--- src/sv/sdc_pkg.sv ---
// Shared types, constants and digit helpers for the settable 24-hour clock.
package sdc_pkg;

   // Counter limits.
   localparam logic [5:0] SEC_PER_MIN   = 6'd60;
   localparam logic [5:0] MIN_PER_HOUR  = 6'd60;
   localparam logic [5:0] HOURS_PER_DAY = 6'd24;

   // Edge flag bit positions.
   localparam int unsigned EDGE_MIN_UP   = 0;
   localparam int unsigned EDGE_HOUR_UP  = 1;
   localparam int unsigned EDGE_MIN_DOWN = 2;
   localparam int unsigned EDGE_HOUR_DOWN = 3;

   // Display reset patterns.
   localparam logic [7:0] ONES_RESET = 8'h00;
   localparam logic [7:0] TENS_RESET = 8'hFF;

   // Input beat.
   typedef struct packed {
      logic op;
      logic hour_select;
      logic up_level;
      logic down_level;
      logic start_level;
   } req_type;

   // Result beat.
   typedef struct packed {
      logic [7:0] ones_pattern;
      logic [7:0] tens_pattern;
      logic [4:0] hours_now;
      logic [5:0] minutes_now;
      logic [5:0] seconds_now;
      logic [3:0] lamp_flags;
      logic       running;
   } rsp_type;

   // Architectural state of the clock.
   typedef struct packed {
      logic [4:0] hours;
      logic [5:0] minutes;
      logic [5:0] seconds;
      logic       run_mode;
      logic [3:0] edge_flags;
      logic [1:0] show_count;
      logic [7:0] shown_ones;
      logic [7:0] shown_tens;
      logic [3:0] lamps;
   } state_type;

   // Two displayed digit patterns.
   typedef struct packed {
      logic [7:0] tens;
      logic [7:0] ones;
   } disp_type;

   // Seven-segment pattern of one decimal digit.
   function automatic logic [7:0] seg_pattern(input logic [3:0] digit);
      logic [7:0] pat;
      unique case (digit)
         4'd0:    pat = 8'h3F;
         4'd1:    pat = 8'h06;
         4'd2:    pat = 8'hDB;
         4'd3:    pat = 8'h4F;
         4'd4:    pat = 8'h66;
         4'd5:    pat = 8'h6D;
         4'd6:    pat = 8'h7D;
         4'd7:    pat = 8'h07;
         4'd8:    pat = 8'hFF;
         4'd9:    pat = 8'h6F;
         default: pat = 8'h3F;
      endcase
      return pat;
   endfunction

   // Tens digit of a value below 64, by comparison.
   function automatic logic [2:0] tens_digit(input logic [5:0] v);
      logic [2:0] t;
      if (v >= 6'd60)      t = 3'd6;
      else if (v >= 6'd50) t = 3'd5;
      else if (v >= 6'd40) t = 3'd4;
      else if (v >= 6'd30) t = 3'd3;
      else if (v >= 6'd20) t = 3'd2;
      else if (v >= 6'd10) t = 3'd1;
      else                 t = 3'd0;
      return t;
   endfunction

   // Ones digit of a value below 64.
   function automatic logic [3:0] ones_digit(input logic [5:0] v);
      logic [5:0] tens10;
      logic [5:0] rem;
      tens10 = 6'({3'd0, tens_digit(v)} * 6'd10);
      rem    = v - tens10;
      return rem[3:0];
   endfunction

   // Patterns for a two-digit value.
   function automatic disp_type show_value(input logic [5:0] v);
      disp_type d;
      d.ones = seg_pattern(ones_digit(v));
      d.tens = seg_pattern({1'b0, tens_digit(v)});
      return d;
   endfunction

endpackage

--- src/sv/sdc_step.sv ---
// Next-state logic of the clock for one input beat.
module sdc_step
   import sdc_pkg::*;
(
   input  state_type cur,
   input  req_type   item,
   output state_type nxt
);

   typedef struct packed {
      logic [5:0] value;
      logic       up_flag;
      logic       down_flag;
   } field_type;

   // One set-mode step of a field: up edge with wrap, then down edge with wrap.
   function automatic field_type step_field(input logic [5:0] v_in, input logic [5:0] limit,
                                            input logic up, input logic down,
                                            input logic up_flag, input logic down_flag);
      field_type  r;
      logic [5:0] v;
      v           = v_in;
      r.up_flag   = up_flag;
      r.down_flag = down_flag;
      if (up && !up_flag) begin
         r.up_flag = 1'b1;
         v         = v + 6'd1;
      end
      if (!up) r.up_flag = 1'b0;
      if (v >= limit) v = '0;
      if (down && !down_flag) begin
         r.down_flag = 1'b1;
         v           = (v == 6'd0) ? limit - 6'd1 : v - 6'd1;
      end
      if (!down) r.down_flag = 1'b0;
      r.value = v;
      return r;
   endfunction

   field_type  hour_step;
   field_type  min_step;
   disp_type   hour_disp;
   disp_type   min_disp;
   disp_type   tick_min_disp;
   disp_type   tick_hour_disp;
   disp_type   tick_sec_disp;
   logic [5:0] sec_inc;
   logic [5:0] min_inc;
   logic [5:0] hour_inc;
   logic [1:0] count_inc;
   logic [3:0] sec_ones;
   logic [4:0] hr;

   // Field steps and displays for set mode.
   assign hour_step = step_field({1'b0, cur.hours}, HOURS_PER_DAY, item.up_level,
                                 item.down_level, cur.edge_flags[EDGE_HOUR_UP],
                                 cur.edge_flags[EDGE_HOUR_DOWN]);
   assign min_step  = step_field(cur.minutes, MIN_PER_HOUR, item.up_level,
                                 item.down_level, cur.edge_flags[EDGE_MIN_UP],
                                 cur.edge_flags[EDGE_MIN_DOWN]);
   assign hour_disp = show_value({1'b0, cur.hours});
   assign min_disp  = show_value(cur.minutes);

   // Time advance for a tick.
   always_comb begin
      sec_inc  = cur.seconds + 6'd1;
      min_inc  = cur.minutes;
      hour_inc = {1'b0, cur.hours};
      if (sec_inc == SEC_PER_MIN) begin
         sec_inc = '0;
         min_inc = min_inc + 6'd1;
      end
      if (min_inc == MIN_PER_HOUR) begin
         min_inc  = '0;
         hour_inc = hour_inc + 6'd1;
      end
      if (hour_inc == HOURS_PER_DAY) begin
         hour_inc = '0;
         min_inc  = '0;
      end
   end

   assign hr             = hour_inc[4:0];
   assign sec_ones       = ones_digit(sec_inc);
   assign count_inc      = cur.show_count + 2'd1;
   assign tick_min_disp  = show_value(min_inc);
   assign tick_hour_disp = show_value(hour_inc);
   assign tick_sec_disp  = show_value(sec_inc);

   // Select the update for this beat.
   always_comb begin
      nxt = cur;
      if (!cur.run_mode && !item.op) begin
         if (item.hour_select) begin
            nxt.shown_ones                 = hour_disp.ones;
            nxt.shown_tens                 = hour_disp.tens;
            nxt.hours                      = hour_step.value[4:0];
            nxt.edge_flags[EDGE_HOUR_UP]   = hour_step.up_flag;
            nxt.edge_flags[EDGE_HOUR_DOWN] = hour_step.down_flag;
         end else begin
            nxt.shown_ones                = min_disp.ones;
            nxt.shown_tens                = min_disp.tens;
            nxt.minutes                   = min_step.value;
            nxt.edge_flags[EDGE_MIN_UP]   = min_step.up_flag;
            nxt.edge_flags[EDGE_MIN_DOWN] = min_step.down_flag;
         end
         if (!item.start_level) nxt.run_mode = 1'b1;
      end else if (cur.run_mode && item.op) begin
         nxt.seconds = sec_inc;
         nxt.minutes = min_inc;
         nxt.hours   = hr;
         // Lamps light for hours divisible by 2, 3, 5 and 8.
         nxt.lamps[0] = ~hr[0];
         nxt.lamps[1] = (hr == 5'd0) || (hr == 5'd3) || (hr == 5'd6) || (hr == 5'd9) ||
                        (hr == 5'd12) || (hr == 5'd15) || (hr == 5'd18) || (hr == 5'd21);
         nxt.lamps[2] = (hr == 5'd0) || (hr == 5'd5) || (hr == 5'd10) || (hr == 5'd15) ||
                        (hr == 5'd20);
         nxt.lamps[3] = (hr[2:0] == 3'd0);
         // Seconds normally; minutes on multiples of five, hours on every second one.
         if (sec_ones == 4'd0 || sec_ones == 4'd5) begin
            if (count_inc == 2'd2) begin
               nxt.show_count = 2'd0;
               nxt.shown_ones = tick_hour_disp.ones;
               nxt.shown_tens = tick_hour_disp.tens;
            end else begin
               nxt.show_count = count_inc;
               nxt.shown_ones = tick_min_disp.ones;
               nxt.shown_tens = tick_min_disp.tens;
            end
         end else begin
            nxt.shown_ones = tick_sec_disp.ones;
            nxt.shown_tens = tick_sec_disp.tens;
         end
      end
   end

endmodule

--- src/sv/settable_24h_clock_with_segment_display.sv ---
// Top level of the settable 24-hour clock with a two-digit segment display.
//
//   Channel   Direction  Handshake              Payload
//   req_      in         req_valid/req_ready    req_data (req_type)
//   rsp_      out        rsp_valid/rsp_ready    rsp_data (rsp_type)
//
// Each beat passes through the input register, then the next-state logic writes
// the state and result registers.
// One beat is accepted per cycle while the result side keeps taking beats.
// Reset clears the time, mode and edge flags; the display takes its reset patterns.
// A stalled result holds the pipe; the input register still takes one beat.
module settable_24h_clock_with_segment_display
   import sdc_pkg::*;
(
   input  logic    clock,
   input  logic    reset,
   input  logic    req_valid,
   output logic    req_ready,
   input  req_type req_data,
   output logic    rsp_valid,
   input  logic    rsp_ready,
   output rsp_type rsp_data
);

   logic      in_valid_ff;
   req_type   in_item_ff;
   logic      out_valid_ff;
   rsp_type   out_ff;
   state_type state_ff;
   state_type state_in;
   rsp_type   out_in;
   logic      fire;

   // The input beat moves on when the result register is free or draining.
   assign fire      = in_valid_ff && (!out_valid_ff || rsp_ready);
   assign req_ready = !in_valid_ff || fire;

   sdc_step u_step (
      .cur  (state_ff),
      .item (in_item_ff),
      .nxt  (state_in)
   );

   // Result beat built from the state after the step.
   always_comb begin
      out_in.ones_pattern = state_in.shown_ones;
      out_in.tens_pattern = state_in.shown_tens;
      out_in.hours_now    = state_in.hours;
      out_in.minutes_now  = state_in.minutes;
      out_in.seconds_now  = state_in.seconds;
      out_in.lamp_flags   = state_in.lamps;
      out_in.running      = state_in.run_mode;
   end

   // Input register.
   always_ff @(posedge clock) begin
      if (reset) begin
         in_valid_ff <= 1'b0;
      end else if (req_valid && req_ready) begin
         in_valid_ff <= 1'b1;
      end else if (fire) begin
         in_valid_ff <= 1'b0;
      end
      if (req_valid && req_ready) in_item_ff <= req_data;
   end

   // Clock state.
   always_ff @(posedge clock) begin
      if (reset) begin
         state_ff.hours      <= '0;
         state_ff.minutes    <= '0;
         state_ff.seconds    <= '0;
         state_ff.run_mode   <= 1'b0;
         state_ff.edge_flags <= '0;
         state_ff.show_count <= '0;
         state_ff.shown_ones <= ONES_RESET;
         state_ff.shown_tens <= TENS_RESET;
         state_ff.lamps      <= '0;
      end else if (fire) begin
         state_ff <= state_in;
      end
   end

   // Result register.
   always_ff @(posedge clock) begin
      if (reset) begin
         out_valid_ff <= 1'b0;
      end else if (fire) begin
         out_valid_ff <= 1'b1;
      end else if (rsp_ready) begin
         out_valid_ff <= 1'b0;
      end
      if (fire) out_ff <= out_in;
   end

   assign rsp_valid = out_valid_ff;
   assign rsp_data  = out_ff;

endmodule

--- config.mk ---
export PLATFORM = sky130hd
export DESIGN_NAME = settable_24h_clock_with_segment_display
export DESIGN_NICKNAME = d
export VERILOG_FILES = /design/src/sv/sdc_pkg.sv /design/src/sv/sdc_step.sv /design/src/sv/settable_24h_clock_with_segment_display.sv
export SDC_FILE = /design/constraint.sdc
export NUM_CORES = 1
export LEC_CHECK = 0
export BUFFER_PORTS_ARGS = -buffer_cell sky130_fd_sc_hd__buf_2
export CAP_MARGIN = 5
export CORE_AREA = 4 4 136 138
export DETAILED_ROUTE_END_ITERATION = 8
export DIE_AREA = 0 0 140 142
export PLACE_DENSITY = 0.66
export SLEW_MARGIN = 20
export SYNTH_ARGS = -nofsm -noshare
export SYNTH_HDL_FRONTEND = slang
export SYNTH_SLANG_ARGS = --single-unit
--- constraint.sdc ---
create_clock -name clock -period 8.5 [get_ports clock]
set_input_delay 0.425 -clock clock [delete_from_list [all_inputs] [get_ports clock]]
set_output_delay 0.425 -clock clock [all_outputs]
set_load 0.05 [all_outputs]
==> flow_metrics.env <==
export IMPL_outcome="complete, no violations"
export IMPL_finalSetupViolCount=0
export IMPL_dp_slack_ns=2.53
export IMPL_syn_avg_cell_area_sq_um=7.93
export IMPL_postCtsSetupBuffers=0
export IMPL_fillers=1695
export IMPL_synth_top_area_share_pct=15.4
export IMPL_grt_max_degree=73
export IMPL_fp_coreArea_sq_um=17200
export IMPL_path_class="reg -> reg"
export IMPL_min_period_over_period_pct=70.4
export IMPL_htree_levels=3
export IMPL_viasPerCell=6.08
export IMPL_netlist_area_sq_um=8360
export IMPL_ant_nets=0
export IMPL_finalPower_mw=1.24
export IMPL_fin_tns_setup_ns=0
export IMPL_cts_resized=0
export IMPL_start_kind="register"
export IMPL_io_buffer_count=48
export IMPL_fin_nets=1133
export IMPL_synth_mux_area_share_pct=2.75
export IMPL_area_growth_pct=6.72
export IMPL_synth_warnings=0
export IMPL_synth_edf_count=43
export IMPL_fmaxAchievable_ghz=0.167
export IMPL_rsz0062_at_grt="false"
export IMPL_end_kind="register"
export IMPL_drcViolationCount=0
export IMPL_drive_gt1_share_pct=10.6
export IMPL_routed_wl_mm=24.1
export IMPL_clk_latency_ns=0.36
export IMPL_leakagePower_nw=3.55
export IMPL_finClkSkew_ns=0.00996
export IMPL_wire_per_inst_um=18.8
export IMPL_rows=48
export IMPL_synth_cells=1055
export IMPL_ios=49
export IMPL_synth_top_family_by_area="compound AO/OA/AOI/OAI gates"
export IMPL_clk_pin_slew_ns=0.08
export IMPL_grt_use_total_pct=23.9
export IMPL_vias=7780
export IMPL_clock_sinks=89
export IMPL_dp_hpwl_mm=17.1
export IMPL_die_x_um=140
export IMPL_slew_viol_final=0
export IMPL_path_max_fanout=25
export IMPL_cts_buffers=9
export IMPL_place_gp_congestion=0.895
export IMPL_holdBufCountCts=0
export IMPL_cts_tree="done"
export IMPL_final_util_pct=52.0
export IMPL_clk_path_buf_depth=2
export IMPL_postSynth_asyncResetShare_pct=0
export IMPL_min_path_type="in -> reg"
export IMPL_antenna_found_initial=0
export IMPL_fin_crit_ns=5.98
export IMPL_dieArea_sq_um=19900
export IMPL_grt_pass1_vias=6983
export IMPL_root_buffer="clkbuf_16"
export IMPL_antenna_diode_count=0
export IMPL_cap_violations=0
export IMPL_slew_headroom_pct=31.1
export IMPL_hold_viol=0
export IMPL_synth_seq_cells=89
export IMPL_synth_fa_ha_area_share_pct=11.7
export IMPL_power_density_nw_per_um2=139
export IMPL_grt_pass1_wl_mm=38.6
export IMPL_ys_flop_type="dfxtp_1"
export IMPL_synth_compound_area_share_pct=25.8
export IMPL_drt_iter0_drc=833
export IMPL_grt_overflow_total=0
export IMPL_synth_nets=1138
export IMPL_required_ns=8.78
export IMPL_drt_pre_antenna_iters=8
export IMPL_die_h_um=142
export IMPL_ys_seq_area_share_pct=26.4
export IMPL_synthDistinctLibCells=91
export IMPL_worstMarginPinSlew_ns=1.01
export IMPL_start_util_pct=48.7
export IMPL_yosysTopAreaCell="edfxtp_1"
export IMPL_ir_drop_v=0.000112
export IMPL_ys_top_cells_by_area="edfxtp_1, dfxtp_1, ha_1"
export IMPL_synthSimpleGateAreaFrac_pct=22.5
export IMPL_synth_top_cells_by_count="nand2_1, nor2_1, a21oi_1, o21ai_0, ha_1"
export IMPL_crit_arrival_ns=6.27
export IMPL_worst_slack_ns=2.52
export IMPL_synth_xor_xnor_area_share_pct=5.06
export IMPL_synth_most_common_cell="nand2_1"
cell families (layout without fill, tap and decap cells):
group / count (synthesis) / after routing
xor+xnor: 42 / 42
mux: 22 / 22
flops: 89 / 89
compound gates: 326 / 326
simple gates: 385 / 385
fa+ha+maj: 75 / 75
buf+inv: 116 / 116
critical path: stages (launching register included):
cell and delay (ns):
dfxtp_1 0.53, ha_1 0.72, nand2b_1 0.26, a21boi_0 0.61, o21a_1 0.21, o22a_1 0.15
a311o_1 0.16, o31a_1 0.27, inv_1 0.12, ha_1 0.21, fa_1 0.62, nand2b_1 0.23
a21boi_1 0.19, nor2_1 0.79, o21ai_0 0.26, a41oi_1 0.23, o221ai_1 0.16, a31oi_1 0.20
registers in the layout, summed over array words and instances (netlist names):
register	count
in_item_ff	5
rsp_data	38
state_ff	44
in_valid_ff	1
rsp_valid	1
area by class of cell:
type	instances	area (sq um)	share of cell area, %
Clock buffer	9	225	2.52
Clock inverter	7	70.1	0.785
Inverter	43	161	1.81
Multi-Input combinational cell	850	5670	63.5
Sequential cell	89	2210	24.8
Tap cell	225	282	3.15
Timing Repair Buffer	57	308	3.45
per-layer routing:
metal / share of wire (%) / wire [um] / GRT usage [%]
met2: 46 / 11000 / 37.6
met5: 0 / 0 / 0
met3: 6.9 / 1670 / 3.33
met4: 1.6 / 395 / 5.61
met1: 46 / 11100 / 35.0
power by group:
part,switching [mW],internal [mW]
clock,0.205,0.207
combinational,0.220,0.118
sequential,0.0195,0.474
per-stage QoR:
stage | cells | hold WS (ns) | instance area (sq um)
after detailed placement | 1264 | 0.442 | 8630
after global routing | 1280 | 0.216 | 8930
after floorplan | 1055 | 0.420 | 8360
after global placement | 1264 | 0.431 | 8630
final | 1280 | 0.233 | 8930
after CTS | 1280 | 0.226 | 8930
cell usage in the layout, fill, tap and decap left out, drive strengths merged, types with 25 or more instances in the layout:
master / synthesis / layout
nand3: 42 / 42
buf: 26 / 57
nor2: 95 / 95
xnor2: 36 / 36
edfxtp: 43 / 43
a21oi: 82 / 82
nand2: 116 / 116
a211oi: 25 / 25
ha: 69 / 69
inv: 40 / 45
o21ai: 83 / 83
dfxtp: 46 / 46
worst paths after layout:
check                     from  slack [ns]  cells past startpoint             to
hold / removal     req_data[1]        0.23                      1  in_item_ff[1]
hold reg to reg   state_ff[21]        0.45                      2   state_ff[21]
setup / recovery  state_ff[27]        2.52                     17   state_ff[14]
setup reg to reg  state_ff[27]        2.52                     17   state_ff[14]
Power figures use the tool's default switching activity.
